**src/hdl/nth_weekday_of_month_finder_macros.svh**
```systemverilog
// Assertion helpers for the nth weekday finder.
`ifndef NTH_WEEKDAY_OF_MONTH_FINDER_MACROS_SVH
`define NTH_WEEKDAY_OF_MONTH_FINDER_MACROS_SVH

// Same-cycle implication, disabled while reset is active.
`define NWF_ASSERT_IMP(lbl, clk, rst_n, ante, cons, msg) \
	lbl: assert property (@(posedge clk) disable iff (!rst_n) (ante) |-> (cons)) \
		else $error(msg);

// Delayed implication, disabled while reset is active.
`define NWF_ASSERT_LAT5(lbl, clk, rst_n, ante, cons, msg) \
	lbl: assert property (@(posedge clk) disable iff (!rst_n) (ante) |-> ##5 (cons)) \
		else $error(msg);

`endif

```
**src/hdl/nwf_pkg.sv**
```systemverilog
package nwf_pkg;

	localparam int YEAR_W  = 14;
	localparam int MONTH_W = 4;
	localparam int WDAY_W  = 3;
	localparam int OCC_W   = 4;
	localparam int DAY_W   = 5;

	// Adjusted year plus a bias, always non-negative.
	localparam int YADJ_W  = 15;
	localparam int QPROD_W = 30;
	localparam int PPROD_W = 26;
	localparam int SUM_W   = 24;
	localparam int MTERM_W = 9;
	localparam int CENT_W  = 8;

	// floor(v/100) = (v * DIV100_MUL) >> DIV100_SHIFT, exact for v < 43690
	localparam logic [YADJ_W-1:0]  DIV100_MUL   = 15'd20972;
	localparam int                 DIV100_SHIFT = 21;
	localparam logic [YADJ_W-1:0]  CENT_BIAS    = 15'd100;
	localparam logic [YADJ_W-1:0]  YEAR_BIAS    = 15'd4716;
	localparam logic [10:0]        JD_YEAR_MUL  = 11'd1461;
	// Collects -1523 + 1 + 2 - 1 + ... of the day formula after the century bias.
	localparam logic [SUM_W-1:0]   SUM_BIAS     = 24'd1520;
	localparam logic [DAY_W-1:0]   LAST_DAY     = 5'd31;
	localparam logic [WDAY_W-1:0]  NO_WEEKDAY   = 3'd7;

	typedef struct packed {
		logic               valid;
		logic [WDAY_W-1:0]  wanted_weekday;
		logic [OCC_W-1:0]   occurrence;
	} nwf_tag_t;

	// floor(30.6001*(M+1)) for the adjusted month of each raw month code
	function automatic logic [MTERM_W-1:0] month_term(input logic [MONTH_W-1:0] m);
		logic [MTERM_W-1:0] t;
		case (m)
			4'd0:    t = 9'd397;
			4'd1:    t = 9'd428;
			4'd2:    t = 9'd459;
			4'd3:    t = 9'd122;
			4'd4:    t = 9'd153;
			4'd5:    t = 9'd183;
			4'd6:    t = 9'd214;
			4'd7:    t = 9'd244;
			4'd8:    t = 9'd275;
			4'd9:    t = 9'd306;
			4'd10:   t = 9'd336;
			4'd11:   t = 9'd367;
			4'd12:   t = 9'd397;
			4'd13:   t = 9'd428;
			4'd14:   t = 9'd459;
			default: t = 9'd489;
		endcase
		return t;
	endfunction

	// 8 == 1 mod 7: fold octal digits, then trim.
	function automatic logic [WDAY_W-1:0] mod7(input logic [SUM_W-1:0] v);
		logic [5:0] s;
		logic [3:0] d;
		logic [3:0] r;
		s = '0;
		for (int i = 0; i < SUM_W / 3; i++) begin
			s = s + 6'(v[i*3 +: 3]);
		end
		d = 4'(s[5:3]) + 4'(s[2:0]);
		if (d >= 4'd14) begin
			r = d - 4'd14;
		end else if (d >= 4'd7) begin
			r = d - 4'd7;
		end else begin
			r = d;
		end
		return r[WDAY_W-1:0];
	endfunction

endpackage

```
**src/hdl/nwf_jd.sv**
```systemverilog
module nwf_jd import nwf_pkg::*; (
	input  logic                clk,
	input  logic                arst_n,
	input  logic                in_valid,
	input  logic [YEAR_W-1:0]   year,
	input  logic [MONTH_W-1:0]  month,
	input  logic [WDAY_W-1:0]   wanted_weekday,
	input  logic [OCC_W-1:0]    occurrence,
	output logic [SUM_W-1:0]    sum_s3,
	output nwf_tag_t            tag_s3
);

	nwf_tag_t             tag_s1, tag_s2;
	logic [YADJ_W-1:0]    ycent_s1, yjd_s1;
	logic [MTERM_W-1:0]   mterm_s1, mterm_s2;
	logic [QPROD_W-1:0]   qprod_s2;
	logic [PPROD_W-1:0]   pprod_s2;

	logic [YADJ_W-1:0]    yadj;
	logic [CENT_W-1:0]    cent;
	logic [SUM_W-1:0]     pterm;
	logic [CENT_W-1:0]    cent_q4;

	// January and February count as months 13 and 14 of the year before.
	assign yadj = YADJ_W'(year) - YADJ_W'(month <= 4'd2);

	// cent is floor(y/100) + 1, so the year -1 case stays non-negative.
	assign cent    = qprod_s2[DIV100_SHIFT +: CENT_W];
	assign cent_q4 = 8'((9'(cent) + 9'd3) >> 2);
	assign pterm   = pprod_s2[2 +: SUM_W];

	always_ff @(posedge clk or negedge arst_n) begin
		if (!arst_n) begin
			tag_s1 <= '0;
			tag_s2 <= '0;
			tag_s3 <= '0;
		end else begin
			tag_s1 <= '{valid: in_valid, wanted_weekday: wanted_weekday,
				occurrence: occurrence};
			tag_s2 <= tag_s1;
			tag_s3 <= tag_s2;
		end
	end

	always_ff @(posedge clk) begin
		ycent_s1 <= yadj + CENT_BIAS;
		yjd_s1   <= yadj + YEAR_BIAS;
		mterm_s1 <= month_term(month);

		qprod_s2 <= QPROD_W'(ycent_s1) * QPROD_W'(DIV100_MUL);
		pprod_s2 <= PPROD_W'(yjd_s1) * PPROD_W'(JD_YEAR_MUL);
		mterm_s2 <= mterm_s1;

		sum_s3 <= pterm + SUM_W'(mterm_s2) + SUM_W'(cent_q4) - SUM_W'(cent) - SUM_BIAS;
	end

endmodule

```
**src/hdl/nwf_dow.sv**
```systemverilog
module nwf_dow import nwf_pkg::*; (
	input  logic               clk,
	input  logic               arst_n,
	input  logic [SUM_W-1:0]   sum_s3,
	input  nwf_tag_t           tag_s3,
	output logic [WDAY_W-1:0]  dow_s4,
	output nwf_tag_t           tag_s4
);

	always_ff @(posedge clk or negedge arst_n) begin
		if (!arst_n) begin
			tag_s4 <= '0;
		end else begin
			tag_s4 <= tag_s3;
		end
	end

	always_ff @(posedge clk) begin
		dow_s4 <= mod7(sum_s3);
	end

endmodule

```
**src/hdl/nwf_pick.sv**
```systemverilog
module nwf_pick import nwf_pkg::*; (
	input  logic               clk,
	input  logic               arst_n,
	input  logic [WDAY_W-1:0]  dow_s4,
	input  nwf_tag_t           tag_s4,
	output logic               done,
	output logic [DAY_W-1:0]   day_of_month,
	output logic               found
);

	logic              done_s5, found_s5;
	logic [DAY_W-1:0]  day_s5;

	logic [3:0]        diff;
	logic [2:0]        offset;
	logic [OCC_W-1:0]  occ_m1;
	logic [6:0]        weeks7;
	logic [6:0]        day_full;
	logic              hit;

	// Days from day 1 to the first wanted weekday, then whole weeks after it.
	assign diff     = 4'(tag_s4.wanted_weekday) + 4'd7 - 4'(dow_s4);
	assign offset   = (diff >= 4'd7) ? 3'(diff - 4'd7) : diff[2:0];
	assign occ_m1   = tag_s4.occurrence - 4'd1;
	assign weeks7   = {occ_m1, 3'b000} - 7'(occ_m1);
	assign day_full = 7'd1 + 7'(offset) + weeks7;

	always_comb begin
		if (tag_s4.occurrence == '0) begin
			hit = 1'b1;
		end else if (tag_s4.wanted_weekday == NO_WEEKDAY) begin
			hit = 1'b0;
		end else begin
			hit = (day_full <= 7'(LAST_DAY));
		end
	end

	always_ff @(posedge clk or negedge arst_n) begin
		if (!arst_n) begin
			done_s5 <= 1'b0;
		end else begin
			done_s5 <= tag_s4.valid;
		end
	end

	always_ff @(posedge clk) begin
		found_s5 <= hit;
		if (tag_s4.occurrence == '0) begin
			day_s5 <= DAY_W'(1);
		end else if (hit) begin
			day_s5 <= day_full[DAY_W-1:0];
		end else begin
			day_s5 <= '0;
		end
	end

	assign done         = done_s5;
	assign day_of_month = day_s5;
	assign found        = found_s5;

endmodule

```
**src/hdl/nth_weekday_of_month_finder.sv**
```systemverilog
// Finds the day of the month on which the n-th given weekday falls, scanning days 1..31
// without regard to month length; occurrence 0 yields day 1. A request beat is taken
// whenever start is high (busy stays low: a new request can enter every cycle) and its
// result shows on done, day_of_month and found once it has passed the pipeline, for one cycle.
// The receiver cannot stall; results must be taken as they appear. The pipeline stages are,
// in order: year adjust, the two constant multiplies of the Julian day, the day sum,
// the mod-7 fold, and the day pick.
`include "nth_weekday_of_month_finder_macros.svh"

module nth_weekday_of_month_finder import nwf_pkg::*; (
	input  logic                clk,
	input  logic                arst_n,
	input  logic                start,
	output logic                busy,
	input  logic [YEAR_W-1:0]   year,
	input  logic [MONTH_W-1:0]  month,
	input  logic [WDAY_W-1:0]   wanted_weekday,
	input  logic [OCC_W-1:0]    occurrence,
	output logic                done,
	output logic [DAY_W-1:0]    day_of_month,
	output logic                found
);

	logic [SUM_W-1:0]   sum_s3;
	nwf_tag_t           tag_s3, tag_s4;
	logic [WDAY_W-1:0]  dow_s4;

	assign busy = 1'b0;

	nwf_jd u_jd (
		.clk            (clk),
		.arst_n         (arst_n),
		.in_valid       (start & ~busy),
		.year           (year),
		.month          (month),
		.wanted_weekday (wanted_weekday),
		.occurrence     (occurrence),
		.sum_s3         (sum_s3),
		.tag_s3         (tag_s3)
	);

	nwf_dow u_dow (
		.clk    (clk),
		.arst_n (arst_n),
		.sum_s3 (sum_s3),
		.tag_s3 (tag_s3),
		.dow_s4 (dow_s4),
		.tag_s4 (tag_s4)
	);

	nwf_pick u_pick (
		.clk          (clk),
		.arst_n       (arst_n),
		.dow_s4       (dow_s4),
		.tag_s4       (tag_s4),
		.done         (done),
		.day_of_month (day_of_month),
		.found        (found)
	);

	`NWF_ASSERT_LAT5(a_lat_start, clk, arst_n, start, done, "result missing after request")
	`NWF_ASSERT_LAT5(a_lat_idle, clk, arst_n, !start, !done, "result without a request")
	`NWF_ASSERT_LAT5(a_occ_zero, clk, arst_n, start && (occurrence == 4'd0),
		done && found && (day_of_month == 5'd1), "occurrence zero must give day 1")
	`NWF_ASSERT_IMP(a_found_day, clk, arst_n, done,
		found == (day_of_month != 5'd0), "found disagrees with day")

endmodule

```
**config.mk**
```make
export PLATFORM = sky130hd
export DESIGN_NAME = nth_weekday_of_month_finder
export DESIGN_NICKNAME = d
export VERILOG_FILES = /design/src/hdl/nwf_pkg.sv /design/src/hdl/nwf_jd.sv /design/src/hdl/nwf_dow.sv /design/src/hdl/nwf_pick.sv /design/src/hdl/nth_weekday_of_month_finder.sv
export VERILOG_INCLUDE_DIRS = /design/src /design/src/hdl
export SDC_FILE = /design/constraint.sdc
export NUM_CORES = 1
export LEC_CHECK = 0
export ABC_AREA = 1
export BUFFER_PORTS_ARGS = -buffer_cell sky130_fd_sc_hd__buf_2
export CAP_MARGIN = 10
export CORE_UTILIZATION = 45
export DETAILED_ROUTE_END_ITERATION = 6
export PLACE_DENSITY = 0.58
export SLEW_MARGIN = 5
export SYNTH_ARGS = -nofsm -noshare
export SYNTH_HDL_FRONTEND = slang
export SYNTH_HIERARCHICAL = 1
export SYNTH_SLANG_ARGS = --single-unit
```
**constraint.sdc**
```tcl
create_clock -name clk -period 11.61 [get_ports clk]
set_input_delay 1.161 -clock clk [delete_from_list [all_inputs] [get_ports clk]]
set_output_delay 1.161 -clock clk [all_outputs]
set_load 0.005 [all_outputs]
```
After elaboration in Yosys (flattened, before gate mapping). Memories as Yosys holds them, arrays and structs flattened. A register that Yosys moved wholly into a read port is not among the register bits. Cells that the tools add are included.

Add/subtract/negate cells: 25. $mul: 2. Magnitude comparators: 5. Equality and inequality tests: 1. Mux-type cells: 6. Bitwise operators: 1. Reduce and logical (&&, ||, !) cells: 2.

Operators with widths (count): 6-bit by 3-bit adder with 6-bit output (6); 15-bit by 13-bit multiplier with 27-bit output, second input constant (1); 15-bit by 11-bit multiplier with 26-bit output, second input constant (1); 24-bit by 7-bit adder with 24-bit output (1); 24-bit by 9-bit adder with 24-bit output (1); 24-bit by 11-bit subtractor with 24-bit output, second input constant (1); 24-bit by 8-bit subtractor with 24-bit output (1); 15-bit by 13-bit adder with 15-bit output, second input constant (1); 15-bit by 7-bit adder with 15-bit output, second input constant (1); 14-bit by 1-bit subtractor with 15-bit output (1); 8-bit by 2-bit adder with 9-bit output, second input constant (1); 3-bit two-way mux (3); 3-bit subtractor, second input constant (3); 3-bit by 3-bit adder with 4-bit output (2); 4-bit by 3-bit >= comparator with 1-bit output, second input constant (2); 4-bit by 7-bit adder with 7-bit output (1); 7-bit by 5-bit <= comparator with 1-bit output, second input constant (1); 7-bit by 4-bit subtractor with 7-bit output (1); 1-bit by 3-bit adder with 4-bit output, first input constant (1); 3-bit by 3-bit adder with 4-bit output, second input constant (1); 4-bit >= comparator, second input constant (1); 4-bit by 2-bit <= comparator with 1-bit output, second input constant (1); 4-bit logical NOT (1); 4-bit by 1-bit subtractor with 4-bit output, second input constant (1); other kinds (5) (7).

Register bits: 158. Bits in read-only memories: 144. Output and inout port bits: 8. Memories kept: 1.

Memories: (no name shown) (depth 16, bits a word 9, read ports 1, clocked after memory_dff 1, wr ports 0, RTL line nwf_pkg.sv:37) `case (m)`.

Logic depth before layout (Yosys ltp).
Depth after elaboration: 11. Depth in mapped cells: 25. Depth with buffers taken out: 25.

Modules after synthesis. The synthesis kept the hierarchy.

By module, submodules not included: nwf_jd (times used 1, cells each 1564, area an instance 13299.0 um2, sequential area each 2622.5 um2); nwf_dow (times used 1, cells each 105, area an instance 1037.2 um2, sequential area each 260.2 um2); nwf_pick (times used 1, cells each 105, area an instance 743.2 um2, sequential area each 145.1 um2); nth_weekday_of_month_finder (times used 1, cells each 2, area an instance 11.3 um2, sequential area each 0.0 um2).

Least setup slack after synthesis. No wires, ideal clock.

Path type: flip-flop to flip-flop. From: reg u_jd.sum_s3[11]. To: reg u_dow.dow_s4[0]. Arrival: 4.347 ns. Data required time: 11.501 ns. Slack: 7.154 ns. Cell stages (with the launch flop): 18. Path buffers: 0. Path through: dfxtp_1 -> inv_1 -> fa_1 -> inv_1 -> fa_1 -> fa_1 -> fa_1 -> ha_1 -> fa_1 -> ha_1 -> fa_1 -> ha_1 -> nor2_1 -> nor2_4 -> nand2_2 -> nand3_1 -> nand2_1 -> inv_1.

Word-level cells in the longest chain between the ends: 9.

RTL lines: start: declaration (RTL line nwf_jd.sv:9) `output logic [SUM_W-1:0] sum_s3,`; start signal: assignment (RTL line nwf_jd.sv:54) `sum_s3 <= pterm + SUM_W'(mterm_s2) + SUM_W'(cent_q4) - SUM_W'(cent) - SUM_BIAS;`; 6-bit by 3-bit adder with 6-bit output * (5 in series) (RTL line nwf_pkg.sv:65) `s = s + 6'(v[i*3 +: 3]);`; 3-bit by 3-bit adder with 4-bit output * (RTL line nwf_pkg.sv:67) `d = 4'(s[5:3]) + 4'(s[2:0]);`; 4-bit by 3-bit >= comparator with 1-bit output / 3-bit subtractor (equally long branches) (RTL line nwf_pkg.sv:70, nwf_pkg.sv:71); 3-bit two-way mux (RTL line nwf_pkg.sv:70) `end else if (d >= 4'd7) begin`; 3-bit two-way mux * (RTL line nwf_pkg.sv:68) `if (d >= 4'd14) begin`; end signal: assignment (RTL line nwf_dow.sv:19) `dow_s4 <= mod7(sum_s3);`; end: declaration (RTL line nwf_dow.sv:6) `output logic [WDAY_W-1:0] dow_s4,`.

Mark *: on every way between the ends. The rest lies on a longest branch, timed or not. A chain may end at the register's enable or synchronous reset.

Worst setup path in the final report.
From: reg u_jd.yjd_s1[1]. To: reg u_jd.pprod_s2[21].

Word-level cells in the longest chain between the ends: 1.

RTL lines: start: declaration (RTL line nwf_jd.sv:14) `logic [YADJ_W-1:0] ycent_s1, yjd_s1;`; start signal: assignment (RTL line nwf_jd.sv:47) `yjd_s1 <= yadj + YEAR_BIAS;`; 15-bit by 11-bit multiplier with 26-bit output (RTL line nwf_jd.sv:51) `pprod_s2 <= PPROD_W'(yjd_s1) * PPROD_W'(JD_YEAR_MUL);`; end signal: assignment (RTL line nwf_jd.sv:51); end: declaration (RTL line nwf_jd.sv:17) `logic [PPROD_W-1:0] pprod_s2;`.

No other way between the ends.

==> results.yml <==
worst_setup_path:
  crit_type: "flop to flop"
  r2r_slack_ps: 6840
  critPathRequiredTime_ps: 11950
  cp.arrival_ps: 5110
  crit_fanout: 9
  startpoint: "u_jd/yjd_s1[1]"
  reg2reg_from: "u_jd/yjd_s1[1]"
  critPathLaunchType: "flop"
  end_kind: "flop"
placement:
  portBuffers: 34
  dp_hpwl_um: 27400
  gp_congestion: 0.901
routing:
  ant_nets: 0
  wl_per_cell_um: 13.7
  drc: 0
  drt_iter0_drc: 421
  viasPerCell: 4.77
  num_vias: 10879
  routed_wl_um: 31200
  first_pass_iters: 7
timing:
  rsz0062_at_grt: "false"
  fmax_mhz: 210
  fin_crit_ps: 4770
  fin_tns_setup_ps: 0
  finalSetupViolations: 0
  fin_worst_skew_ps: 11.8
  timing.slew.headroom: 0.538
  holdWs_ps: 329
  timing.final.crit_share: 0.411
  hold_violations: 0
  drv_slew: 0
  worst_pin_slew_ps: 693
synthesis:
  synth_edf_count: 0
  ys_seq_area_frac: 0.201
  synth_nets: 2223
  synth_cell_types: 43
  synth.area.top_cells: "ha_1 (22%), fa_1 (21%), dfxtp_1 (15%)"
  ys.flop_type: "dfxtp_1"
  syn_area_per_cell_um2: 8.50
  synth_warnings: 6
  synth_top_area_frac: 0.219
  ys_ff_latch: 143
  synthArstFlopShare: 0.231
  yosys.area.top_type: "ha_1"
  syn-instance-count: 1776
  synth_area_um2: 15100
worst_hold_path:
  min_path_type: "flop to flop"
  hold_start: "u_jd/mterm_s1[5]"
cts:
  clk_latency_ps: 430
  clkTransAtPathRegs_ps: 60
  cts.sinks: 143
  numCtsBuffers: 17
  htree_levels: 4
  tritoncts: "yes"
  post_cts_buffers: 0
  cts_resized: 0
  root_buffer: "clkbuf_16"
  clock_path_buffers: 2
  ctsHoldBuffers: 0
die:
  fp.dieH_um: 185
  dieArea_um2: 34300
  ios: 36
  rows: 66
  initial_core_util: 0.460
  core_area_um2: 32800
  die_w_um: 185
finish:
  syn_to_final_growth_pct: 8.53
  drive_gt1_frac: 0.0636
  fin_util: 0.500
  n_antenna_cell: 0
  fin_nets: 2274
  n_fill_cell: 3187
grt:
  antenna_found_initial: 0
  grt_use_total: 0.198
  grt-ovfl-total: 0
  grt_max_degree: 34
  grt_first_pass_wirelength_um: 53600
  grt_pass1_vias: 11286
job:
  max_cap_violations: 0
run_status:
  outcome: "finished, final reports clean"
## path summary, 6_finish.rpt
| check | depth (start not counted) | end |
|---|---|---|
| min | 0 | u_jd/mterm_s2[5] |
| min in group asynchronous | 1 | u_dow/tag_s4[3] |
| max reg2reg | 16 | u_jd/pprod_s2[21] |
| min reg2reg | 0 | u_jd/mterm_s2[5] |
| max in group asynchronous | 1 | u_dow/tag_s4[5] |
| max | 16 | u_jd/pprod_s2[21] |
## cell usage in the layout (no fill, tap or decap), drive strengths merged, types with 40 or more instances in the layout
master  synthesis  layout
inv           427     433
nand2         287     287
ha            264     264
fa            155     155
nor2          120     120
dfxtp         110     110
nand3         103     103
a21oi          77      77
xor2           67      67
o21ai          40      40
## sequential cells by signal, summed over array words and instances, names as in the netlist
register / count
u_dow/dow_s4: 3
u_dow/tag_s4: 8
u_jd/mterm_s1: 9
u_jd/mterm_s2: 9
u_jd/pprod_s2: 24
u_jd/qprod_s2: 8
u_jd/sum_s3: 24
u_jd/tag_s1: 8
u_jd/tag_s2: 8
u_jd/tag_s3: 8
u_jd/ycent_s1: 12
u_jd/yjd_s1: 15
u_pick/day_of_month: 5
u_pick/done: 1
u_pick/found: 1
## critical path, cell delays in order (launching register included)
cell     delay (ps)
dfxtp_1         520
ha_1            340
xor2_1          220
ha_1            210
or2_2           300
fa_1            480
fa_1            540
inv_1            50
fa_1            520
inv_1            40
ha_1            340
a21oi_1         250
o21ai_0         190
a21oi_1         200
o21ai_0         150
a21oi_1         180
xnor2_1         140
## Yosys cell counts (12+ instances only)
master,instances
nand4_1,19
a21o_1,12
fa_1,155
xor2_1,67
inv_1,421
nor2_1,108
nand2_1,265
nor3_1,15
nand2_2,17
dfrtp_1,33
dfxtp_1,110
a21oi_1,76
xnor2_1,14
nand3_1,97
o21ai_0,35
ha_1,264
## layer usage
metal	global-route usage	routed length (um)
met1	0.253	14500
met2	0.353	15500
met3	0.0240	689
met4	0.0522	520
met5	0	0
## area by class of cell
class                           instances  area (um^2)  share of cell area
Clock buffer                           20          457              0.0279
Clock inverter                         12          123             0.00749
Inverter                              427         1600              0.0979
Multi-Input combinational cell       1204        10400               0.638
Sequential cell                       143         3030               0.185
Tap cell                              442          553              0.0338
Timing Repair Buffer                   34          170              0.0104
## cell families (layout without fill, tap and decap cells)
group	after synthesis	count (layout)	synth area share
AOI/OAI and AO/OA	148	148	0.0551
xor gates and xnor gates	81	81	0.0470
adders and majority gates	419	419	0.425
buffers and inverters	429	493	0.107
DFF	143	143	0.201
other	1	1	0.000248
and+or+nand+nor	555	555	0.165
## per-stage QoR
stage | std cells | setup slack (ps) | cell area, um^2
detailed placement | 2250 | 6880 | 15800
CTS | 2282 | 6870 | 16400
finish | 2282 | 6840 | 16400
global placement | 2250 | 7010 | 15800
floorplan | 1776 | 7150 | 15100
global route | 2282 | 6470 | 16400
Power is left out: the tool's default activity adds up to more than one toggle a clock period on the data nets, which glitch-free logic cannot reach.
